**config.mk**
```make
export PLATFORM = sky130hd
export DESIGN_NAME = welford_mean_variance_core
export DESIGN_NICKNAME = d
export VERILOG_FILES = /design/src/design/wmv_pkg.sv /design/src/design/wmv_div.sv /design/src/design/welford_mean_variance_core.sv
export SDC_FILE = /design/constraint.sdc
export NUM_CORES = 2
export LEC_CHECK = 0
export BUFFER_PORTS_ARGS = -buffer_cell sky130_fd_sc_hd__buf_2
export CAP_MARGIN = 20
export CELL_PAD_IN_SITES_DETAIL_PLACEMENT = 1
export CELL_PAD_IN_SITES_GLOBAL_PLACEMENT = 2
export CORE_ASPECT_RATIO = 0.6
export CORE_MARGIN = 1.5
export CORE_UTILIZATION = 43
export CTS_BUF_LIST = sky130_fd_sc_hd__clkbuf_8
export DETAILED_ROUTE_END_ITERATION = 12
export PLACE_DENSITY = 0.9
export REMOVE_ABC_BUFFERS = 1
export SETUP_SLACK_MARGIN = 0.1
export SYNTH_ARGS = -nofsm -noshare
export SYNTH_HDL_FRONTEND = slang
export SYNTH_SLANG_ARGS = --single-unit
```
**constraint.sdc**
```tcl
create_clock -name aclk -period 9.38 [get_ports aclk]
set_clock_uncertainty 0.1 [all_clocks]
set_input_delay 0.469 -clock aclk [delete_from_list [all_inputs] [get_ports aclk]]
set_output_delay 0.469 -clock aclk [all_outputs]
set_load 0.05 [all_outputs]
```
**src/design/wmv_pkg.sv**
```systemverilog
// wmv_pkg: widths, defaults and shared types for the welford mean/variance core
// used by wmv_div and welford_mean_variance_core; depends on nothing
package wmv_pkg;

    localparam int SAMPLE_W        = 16;
    localparam int COUNT_W         = 13;
    localparam int VAR_W           = 31;
    localparam int MEAN_W          = 32;
    localparam int SUM_W           = 64;
    localparam int DIV_W           = 64;
    localparam int ITER_W          = 7;
    localparam int MAX_SAMPLES_DEF = 4096;

    // iteration counts of the shared divider
    localparam logic [ITER_W-1:0] ITER_MEAN = ITER_W'(33);
    localparam logic [ITER_W-1:0] ITER_VAR  = ITER_W'(64);

    typedef struct packed {
        logic              start;
        logic [ITER_W-1:0] iters;
    } div_req_t;

endpackage

```
**src/design/wmv_div.sv**
```systemverilog
// wmv_div: radix-2 restoring divider, one quotient bit per cycle
// depends on wmv_pkg; dividend is msb-aligned, quotient lands in the low iters bits
module wmv_div (
    input  logic                        aclk,
    input  logic                        aresetn,
    input  wmv_pkg::div_req_t           req,
    input  logic [wmv_pkg::DIV_W-1:0]   dividend,
    input  logic [wmv_pkg::COUNT_W-1:0] divisor,
    output logic                        done,
    output logic [wmv_pkg::DIV_W-1:0]   quotient
);
    import wmv_pkg::*;

    logic                busy_reg;
    logic                done_reg;
    logic [ITER_W-1:0]   cnt_reg;
    logic [COUNT_W-1:0]  rem_reg;
    logic [COUNT_W-1:0]  dvs_reg;
    logic [DIV_W-1:0]    dq_reg;

    logic [COUNT_W+1:0]  trial;
    logic                qbit;
    logic [COUNT_W-1:0]  rem_next;

    // trial subtract of the divisor from the shifted partial remainder
    always_comb begin
        trial    = {1'b0, rem_reg, dq_reg[DIV_W-1]} - {2'b00, dvs_reg};
        qbit     = ~trial[COUNT_W+1];
        rem_next = qbit ? trial[COUNT_W-1:0] : {rem_reg[COUNT_W-2:0], dq_reg[DIV_W-1]};
    end

    always_ff @(posedge aclk) begin
        if (!aresetn) begin
            busy_reg <= 1'b0;
            done_reg <= 1'b0;
            cnt_reg  <= '0;
        end else begin
            done_reg <= 1'b0;
            if (req.start) begin
                busy_reg <= 1'b1;
                cnt_reg  <= req.iters;
                rem_reg  <= '0;
                dvs_reg  <= divisor;
                dq_reg   <= dividend;
            end else if (busy_reg) begin
                rem_reg <= rem_next;
                dq_reg  <= {dq_reg[DIV_W-2:0], qbit};
                cnt_reg <= cnt_reg - ITER_W'(1);
                if (cnt_reg == ITER_W'(1)) begin
                    busy_reg <= 1'b0;
                    done_reg <= 1'b1;
                end
            end
        end
    end

    assign done     = done_reg;
    assign quotient = dq_reg;

endmodule

```
**src/design/welford_mean_variance_core.sv**
```systemverilog
// welford_mean_variance_core: one-pass running mean and sample variance, fixed point
// depends on wmv_pkg and wmv_div (shared iterative divider)
//
//  channel | ports                                        | direction
//  --------+----------------------------------------------+----------
//  input   | s_valid s_ready s_sample s_last              | in
//  result  | m_valid m_ready m_mean m_variance            | out
//          | m_sample_count m_overflow                    |
//
// a sample runs from its acceptance through forming the deviation, the shared divider
// (delta / n), then mean update, second deviation, multiply and accumulate; no new
// sample is taken until it is through
// a marked sample then launches the divider for a pass of sum / (n - 1), takes the
// quotient and loads the result register; a set of one sample skips the divider;
// an unmarked dropped sample returns straight to idle
// reset (synchronous, active low) clears the count, mean, sum and flags
// the result register is held while m_ready is low; new samples are still
// taken, and only the next set's result waits for it to drain
module welford_mean_variance_core #(
    parameter int MAX_SAMPLES = wmv_pkg::MAX_SAMPLES_DEF
) (
    input  logic                                aclk,
    input  logic                                aresetn,
    input  logic                                s_valid,
    output logic                                s_ready,
    input  logic signed [wmv_pkg::SAMPLE_W-1:0] s_sample,
    input  logic                                s_last,
    output logic                                m_valid,
    input  logic                                m_ready,
    output logic signed [wmv_pkg::SAMPLE_W-1:0] m_mean,
    output logic        [wmv_pkg::VAR_W-1:0]    m_variance,
    output logic        [wmv_pkg::COUNT_W-1:0]  m_sample_count,
    output logic                                m_overflow
);
    import wmv_pkg::*;

    localparam logic [COUNT_W-1:0] MAX_CNT = COUNT_W'(MAX_SAMPLES);
    localparam int DEV_W  = MEAN_W + 1;     // deviation, q.24
    localparam int CUT_W  = DEV_W - 8;      // deviation cut to q.16
    localparam int PROD_W = 2 * CUT_W;

    typedef enum logic [3:0] {
        ST_IDLE,
        ST_DELTA,
        ST_DIVIDE,
        ST_DEV,
        ST_MULT,
        ST_ACCUM,
        ST_VAR_START,
        ST_VAR_DIV,
        ST_RESULT
    } state_t;

    // truncate a q.24 deviation toward zero to q.16
    function automatic logic signed [CUT_W-1:0] cut_q16(input logic signed [DEV_W-1:0] v);
        logic [DEV_W-1:0] mag;
        logic [CUT_W-1:0] t;
        begin
            mag     = v[DEV_W-1] ? -v : v;
            t       = mag[DEV_W-1:8];
            cut_q16 = v[DEV_W-1] ? -t : t;
        end
    endfunction

    state_t                      state_reg;
    logic signed [SAMPLE_W-1:0]  sample_reg;
    logic                        last_reg;
    logic        [COUNT_W-1:0]   seen_reg;
    logic signed [MEAN_W-1:0]    mean_reg;
    logic        [SUM_W-1:0]     sum_reg;
    logic                        dropped_reg;
    logic signed [DEV_W-1:0]     delta_reg;
    logic signed [CUT_W-1:0]     d1_reg;
    logic signed [CUT_W-1:0]     d2_reg;
    logic signed [PROD_W-1:0]    prod_reg;
    logic        [VAR_W-1:0]     var_reg;

    logic                        m_valid_reg;
    logic signed [SAMPLE_W-1:0]  m_mean_reg;
    logic        [VAR_W-1:0]     m_var_reg;
    logic        [COUNT_W-1:0]   m_count_reg;
    logic                        m_ovf_reg;

    // shared divider hookup
    div_req_t                    div_req;
    logic        [DIV_W-1:0]     div_dividend;
    logic        [COUNT_W-1:0]   div_divisor;
    logic                        div_done;
    logic        [DIV_W-1:0]     div_quot;

    // datapath
    logic signed [MEAN_W-1:0]    x_q24;
    logic signed [DEV_W-1:0]     dev_c;
    logic        [DEV_W-1:0]     dev_mag;
    logic        [DEV_W:0]       q_signed;
    logic        [DEV_W:0]       mean_sum;
    logic        [SUM_W:0]       var_round;
    logic        [SUM_W-16:0]    var_shift;
    logic        [DEV_W-1:0]     mean_round;
    logic        [SAMPLE_W:0]    mean_q8;
    logic signed [SAMPLE_W-1:0]  mean_sat;
    logic                        s_fire;
    logic                        out_free;

    assign s_ready  = (state_reg == ST_IDLE);
    assign s_fire   = s_valid && s_ready;
    assign out_free = !m_valid_reg || m_ready;

    always_comb begin
        // sample widened to q8.24, deviation from the current mean
        x_q24   = {sample_reg, 16'h0000};
        dev_c   = {x_q24[MEAN_W-1], x_q24} - {mean_reg[MEAN_W-1], mean_reg};
        dev_mag = dev_c[DEV_W-1] ? -dev_c : dev_c;

        // signed quotient of delta / n, truncated toward zero
        q_signed = delta_reg[DEV_W-1] ? -{1'b0, div_quot[DEV_W-1:0]}
                                      : {1'b0, div_quot[DEV_W-1:0]};
        mean_sum = {{2{mean_reg[MEAN_W-1]}}, mean_reg} + q_signed;

        // variance: round q.32 quotient to q.16, saturate
        var_round = {1'b0, div_quot} + (SUM_W+1)'(32'h0000_8000);
        var_shift = var_round[SUM_W:16];

        // mean: round q8.24 to q8.8, ties upward, saturate at the top
        mean_round = {mean_reg[MEAN_W-1], mean_reg} + DEV_W'(32'h0000_8000);
        mean_q8    = mean_round[DEV_W-1:16];
        mean_sat   = (!mean_q8[SAMPLE_W] && mean_q8[SAMPLE_W-1]) ? 16'sh7FFF
                                                                 : mean_q8[SAMPLE_W-1:0];
    end

    // divider launch: per-sample delta / n or final sum / (n - 1)
    always_comb begin
        div_req.start = 1'b0;
        div_req.iters = ITER_MEAN;
        div_dividend  = {dev_mag, {(DIV_W-DEV_W){1'b0}}};
        div_divisor   = seen_reg + COUNT_W'(1);
        if (state_reg == ST_DELTA) begin
            div_req.start = 1'b1;
        end else if (state_reg == ST_VAR_START) begin
            div_req.start = (seen_reg > COUNT_W'(1));
            div_req.iters = ITER_VAR;
            div_dividend  = sum_reg;
            div_divisor   = seen_reg - COUNT_W'(1);
        end
    end

    wmv_div u_div (
        .aclk     (aclk),
        .aresetn  (aresetn),
        .req      (div_req),
        .dividend (div_dividend),
        .divisor  (div_divisor),
        .done     (div_done),
        .quotient (div_quot)
    );

    always_ff @(posedge aclk) begin
        if (!aresetn) begin
            state_reg   <= ST_IDLE;
            seen_reg    <= '0;
            mean_reg    <= '0;
            sum_reg     <= '0;
            dropped_reg <= 1'b0;
            m_valid_reg <= 1'b0;
        end else begin
            // a result taken while the next one is loaded is replaced below
            if (m_valid_reg && m_ready && (state_reg != ST_RESULT)) begin
                m_valid_reg <= 1'b0;
            end
            unique case (state_reg)
                ST_IDLE: begin
                    if (s_fire) begin
                        sample_reg <= s_sample;
                        last_reg   <= s_last;
                        if (seen_reg < MAX_CNT) begin
                            state_reg <= ST_DELTA;
                        end else begin
                            // set already full: drop the sample, still honour last
                            dropped_reg <= 1'b1;
                            state_reg   <= s_last ? ST_VAR_START : ST_IDLE;
                        end
                    end
                end
                ST_DELTA: begin
                    delta_reg <= dev_c;
                    state_reg <= ST_DIVIDE;
                end
                ST_DIVIDE: begin
                    if (div_done) begin
                        mean_reg  <= mean_sum[MEAN_W-1:0];
                        d1_reg    <= cut_q16(delta_reg);
                        state_reg <= ST_DEV;
                    end
                end
                ST_DEV: begin
                    // deviation from the updated mean
                    d2_reg    <= cut_q16(dev_c);
                    state_reg <= ST_MULT;
                end
                ST_MULT: begin
                    prod_reg  <= d1_reg * d2_reg;
                    state_reg <= ST_ACCUM;
                end
                ST_ACCUM: begin
                    if (!prod_reg[PROD_W-1] && (prod_reg != '0)) begin
                        sum_reg <= sum_reg + SUM_W'(unsigned'(prod_reg));
                    end
                    seen_reg  <= seen_reg + COUNT_W'(1);
                    state_reg <= last_reg ? ST_VAR_START : ST_IDLE;
                end
                ST_VAR_START: begin
                    if (seen_reg > COUNT_W'(1)) begin
                        state_reg <= ST_VAR_DIV;
                    end else begin
                        var_reg   <= '0;
                        state_reg <= ST_RESULT;
                    end
                end
                ST_VAR_DIV: begin
                    if (div_done) begin
                        var_reg   <= (|var_shift[SUM_W-16:VAR_W]) ? {VAR_W{1'b1}}
                                                                  : var_shift[VAR_W-1:0];
                        state_reg <= ST_RESULT;
                    end
                end
                ST_RESULT: begin
                    // wait for the result register, then start a fresh set
                    if (out_free) begin
                        m_valid_reg <= 1'b1;
                        m_mean_reg  <= mean_sat;
                        m_var_reg   <= var_reg;
                        m_count_reg <= seen_reg;
                        m_ovf_reg   <= dropped_reg;
                        seen_reg    <= '0;
                        mean_reg    <= '0;
                        sum_reg     <= '0;
                        dropped_reg <= 1'b0;
                        state_reg   <= ST_IDLE;
                    end
                end
                default: begin
                    state_reg <= ST_IDLE;
                end
            endcase
        end
    end

    assign m_valid        = m_valid_reg;
    assign m_mean         = m_mean_reg;
    assign m_variance     = m_var_reg;
    assign m_sample_count = m_count_reg;
    assign m_overflow     = m_ovf_reg;

endmodule
```
== Yosys cells after proc, flatten, opt, wreduce, memory -nomap -nowiden ==
Index checks and enable logic that the tools add are counted.
Word-level totals
  output and inout bits: 63
  register bits: 456
  bits of input ports: 21
Cells by class
  muxes and demuxes: 50
  $lt $le $gt $ge: 2
  eq/ne operators: 17
  multiply operators: 1
  bitwise logic cells: 3
  add/sub/neg operators: 14
  reduce and logical (&&, ||, !) cells: 32
Operator list (number)
  $mux W64: 6
  $pmux W64 S2: 1
  $mux W32: 3
  $mux W31: 3
  $mux W33: 2
  $neg A33 Y33: 2
  $add A64 B16 Y65 const B: 1
  $mux W13: 5
  $add A64 B50 Y64: 1
  $pmux W32 S2: 1
  $pmux W31 S2: 1
  $mul A25 B25 Y50: 1
  $mux W25: 2
  $neg A25 Y25: 2
  $reduce_bool A50 Y1: 1
  $pmux W4 S9: 1
  $add A32 B17 Y33 const B: 1
  $sub A32 B32 Y33: 1
  $add A32 B32 Y32: 1
  $neg A32 Y32: 1
  $pmux W13 S2: 1
  $mux W7: 3
  $mux W4: 5
  $reduce_or A18 Y1: 1
  28 further kinds: 72

== Logic depth before layout (Yosys ltp) ==
  depth in word-level cells: 6
  gate-level depth with buffers: 30

== Modules after synthesis ==
From an unflattened synthesis, not the netlist that was laid out.
Unflattened totals
  cells, all modules: 5353
  area total of the unflattened synthesis: 50498.4 sq um
By module, submodules not included
  welford_mean_variance_core: cells each 5004, area each 45735.1 sq um, times used 1
  wmv_div: cells each 349, area each 4763.3 sq um, times used 1

== Worst setup path after synthesis ==
No wires, ideal clock.
  kind: register to register
  from: register d1_reg[24]
  to: register prod_reg[46], data pin
  clock period less this slack: 7434 ps
  stages on the path, launching flop included: 26
  arrival: 7071 ps
  library setup time: 264 ps
  required time: 9016 ps
  setup slack: 1946 ps
  cells stage by stage: edfxtp_1 clkbuf_1 nand2_1 inv_1 fa_1 inv_1 fa_1 inv_1 fa_1 fa_1 fa_1 fa_1 inv_1 fa_1 inv_1 ha_1 a21o_1 a21oi_1 nor2b_1 a311o_1 a21oi_1 o41ai_1 o21ai_0 a21boi_0 a221oi_1 xnor2_1
On the way
  longest elaborated chain between the ends: 1
RTL lines
  from (decl): line welford_mean_variance_core.sv:73  | logic signed [CUT_W-1:0] d1_reg;
  from (signal assigned): line welford_mean_variance_core.sv:191  | d1_reg <= cut_q16(delta_reg);
  $mul A25 B25 Y50: line welford_mean_variance_core.sv:201  | prod_reg <= d1_reg * d2_reg;
  to (signal assigned): line welford_mean_variance_core.sv:201
  to (decl): line welford_mean_variance_core.sv:75  | logic signed [PROD_W-1:0] prod_reg;
No other way between the ends.
A chain may end at the register's enable or synchronous reset.

== Worst setup path after layout ==
  from: register d1_reg[8]
  to: register prod_reg[46], data pin
The elaborated chain is that of the path after synthesis.

==> flow_summary_export.csv <==
group,metric,value,unit
outcome,status,"finished clean",
clock_tree,clock_latency,0.79,ns
sta,min_period_over_period,93.8,%
critical_path,arrival,9.20,ns
global_routing,grt_max_degree,65,
critical_path,worstSetupStartpoint,"d1_reg[8]",
floorplan,die_y,268,microns
detailed_routing,drt-total-wl,164000,microns
critical_path,r2r-start,"d1_reg[8]",
critical_path,ff2ff_path_depth,26,
detailed_routing,ant_nets,0,
critical_path,cp_data_required_time,9.78,ns
logic_synthesis,synth-seq-cells,456,
logic_synthesis,ys_seq_area_share,24.7,%
logic_synthesis,syn_inst,5351,
sta,tightest_slew,1.24,ns
clock_tree,cts-root-buf,"clkbuf_8",
logic_synthesis,synth_top_area_share,26.3,%
clock_tree,h-tree-depth,3,
logic_synthesis,synth_edf_count,332,
global_routing,grt_overflow,0,
place,port_buffers,83,
final_layout,area_growth,8.31,%
sta,min_period,8.80,ns
detailed_routing,drtIter0Drc,3671,
sta,rsz0062_at_grt,"false",
global_routing,grt_pass1_wl,253000,microns
sta,timing.hold.ws,0.162,ns
final_layout,regArea,12500,sq um
critical_path,end_kind,"register",
sta,fin_ws,0.582,ns
logic_synthesis,ys.flop_type,"edfxtp_1",
floorplan,ioPinCount,84,
global_routing,grt_antenna_before_repair,8,
place,dp_slack,0.740,ns
clock_tree,cts_buffers,78,
sta,slew_violations,0,
worst_hold_path,holdCritStartpoint,"s_valid",
clock_tree,clock-sinks,456,
clock_tree,cts_tree,"built",
floorplan,start_util,43.3,%
worst_hold_path,worst_hold_path_type,"in2reg",
logic_synthesis,synth_top_cell_by_area,"fa_1",
detailed_routing,post_drt_wl_per_cell,23.5,microns
critical_path,start_kind,"register",
sta,hold_viol_final,0,
global_routing,met1_usage,43.0,%
sta,setup_viol,0,
run,max_cap_violations,0,
floorplan,die_w,445,microns
floorplan,core,116000,sq um
critical_path,worst-setup-path-type,"reg2reg",
floorplan,dieArea,119000,sq um
global_routing,grtUsageTotal,27.7,%
logic_synthesis,syn_avg_cell_area,9.41,sq um
power_and_ir_drop,leakage,24.6,nW
place,post-dp-hpwl,131000,microns
logic_synthesis,synth.distinct_cells,97,
global_routing,grt_use_met3,5.96,%
global_routing,grt_busiest_layer,"met1",
logic_synthesis,synth_area_leaders,"fa_1, edfxtp_1, ha_1",
sta,fmax,0.114,GHz
sta,fin_setup_tns,0,ns
final_layout,num-nets-final,6329,
sta,slew_headroom,17.1,%
power_and_ir_drop,power-per-cell-area,366,nW/um^2
detailed_routing,viasPerCell,5.73,
final_layout,layout_commonest_cell,"inv_1",
logic_synthesis,yosys_warnings,0,
logic_synthesis,async_flop_share,0,%
clock_tree,cts.path.max_buffers,3,
detailed_routing,via_count,40000,
worst_hold_path,hold_depth,4,
detailed_routing,dr.pass1.iters,6,
critical_path,critPathMaxFanout,16,
clock_tree,cts.clk_slew.worst_paths,0.06,ns
final_layout,final_cell_mix,"inv_1, fa_1, nand2_1, edfxtp_1, and2_1",
detailed_routing,drc,0,
place,routabilityCongestion,0.909,
global_routing,grt.met2_usage,39.4,%
global_routing,grt_pass1_vias,41900,
final_layout,layout-drive-gt1-share,6.92,%
logic_synthesis,netlist_area,50400,sq um
power_and_ir_drop,vdd_ir_drop_max,701,uV
final_layout,multi_input_area,34000,sq um
final_layout,fillers,13300,
floorplan,rows,97,
[area by class of cell]
type                       instances  share of cell area (%)
clock inverter                    56                   0.787
clock buffer                      87                    2.20
timing repair buffer             205                    2.85
multi-input combinational       3862                    62.4
sequential                       456                    22.8
tap                             1534                    3.52
inverter                         781                    5.38
antenna                            5                  0.0229
[synth_stat cells (all sizes together), types with 6 or more instances]
| cell type | n |
|---|---|
| o21ai | 218 |
| xor2 | 105 |
| and2 | 328 |
| or3 | 28 |
| or4 | 21 |
| nand2 | 594 |
| buf | 24 |
| o2111ai | 8 |
| a211oi | 23 |
| dfxtp | 124 |
| and3 | 57 |
| nand2b | 46 |
| nor4b | 7 |
| nor2b | 22 |
| a21o | 104 |
| edfxtp | 332 |
| nor3b | 16 |
| ha | 263 |
| or2 | 18 |
| fa | 661 |
| a211o | 11 |
| mux2 | 6 |
| o211ai | 23 |
| clkbuf | 228 |
| o21a | 20 |
| mux2i | 19 |
| a21boi | 17 |
| o41ai | 12 |
| a2111oi | 7 |
| o21bai | 17 |
| a41oi | 6 |
| nor3 | 65 |
| xnor2 | 215 |
| o31a | 7 |
| nand4 | 46 |
| o31ai | 32 |
| nand3 | 117 |
| nor4 | 48 |
| inv | 779 |
| and4 | 15 |
| a31oi | 29 |
| nor2 | 243 |
| a22oi | 63 |
| a21oi | 254 |
[routing by layer]
layer / vias to the layer above / share of wire [%] / routed length (microns)
met4: 2 / 1.5 / 2470
met2: 1343 / 41 / 67900
met5: - / 0.0049 / 8
met1: 20800 / 48 / 79100
li1: 17700 / - / -
met3: 149 / 8.8 / 14500
[final timing paths]
path / slack [ns] / to
max reg2reg: 0.58 / prod_reg[46]
min reg2reg: 0.30 / m_variance[2]
min: 0.16 / dropped_reg
max: 0.58 / prod_reg[46]
[stage by stage]
| step | total power [mW] | cell area, sq um | cells | util (%) |
|---|---|---|---|---|
| 3_5_place_dp | 17.7 | 52500 | 6810 | 45.1 |
| 6_report | 20.0 | 54500 | 6986 | 46.9 |
| 2_1_floorplan | 13.3 | 49400 | 5099 | - |
| 5_1_grt | 21.5 | 54500 | 6982 | 46.8 |
| 3_3_place_gp | 17.1 | 52500 | 6809 | 45.1 |
| 4_1_cts | 19.8 | 54300 | 6971 | 46.6 |
[timing repair]
action,CTS,global route
resized for setup,0,0
hold buffers,18,0
buffers inserted,0,0
hold endpoints to repair,18,0
[kinds of logic (layout without fill, tap and decap cells)]
logic type,count (synthesis),after routing,share of synthesized area (%)
AND/OR/NAND/NOR,1682,1682,16.9
buffers and inverters,1033,1129,7.79
adder cells (fa/ha/maj),924,924,32.8
AO/OA/AOI/OAI,911,911,11.7
flip-flops,456,456,24.7
XOR/XNOR,320,320,5.58
multiplexers,25,25,0.512
other,0,5,0
[power by group]
group | leakage, nW | total (mW) | switching [mW] | internal (mW)
clock | 0.932 | 1.99 | 0.981 | 1.01
sequential | 4.17 | 3.33 | 0.276 | 3.06
combinational | 19.5 | 14.6 | 8.89 | 5.75
[worst max-delay path, cell delays in order, from the launching register on]
cell and delay [ns]:
edfxtp_1 1.15, buf_4 0.31, nand2_1 0.09, fa_1 0.50, inv_1 0.05, fa_1 0.50
inv_1 0.07, fa_1 0.53, inv_1 0.04, ha_1 0.18, fa_1 0.46, fa_1 0.56
inv_1 0.05, fa_1 0.47, inv_1 0.05, ha_1 0.35, a21o_1 0.21, a21o_1 0.17
a21oi_1 0.13, inv_1 0.09, a221oi_1 0.63, buf_4 0.27, a21oi_1 0.11, o21ai_0 0.46
a21boi_0 0.42, a221oi_1 0.44, xnor2_1 0.12
No activity file was read; power rests on OpenSTA's default activity.
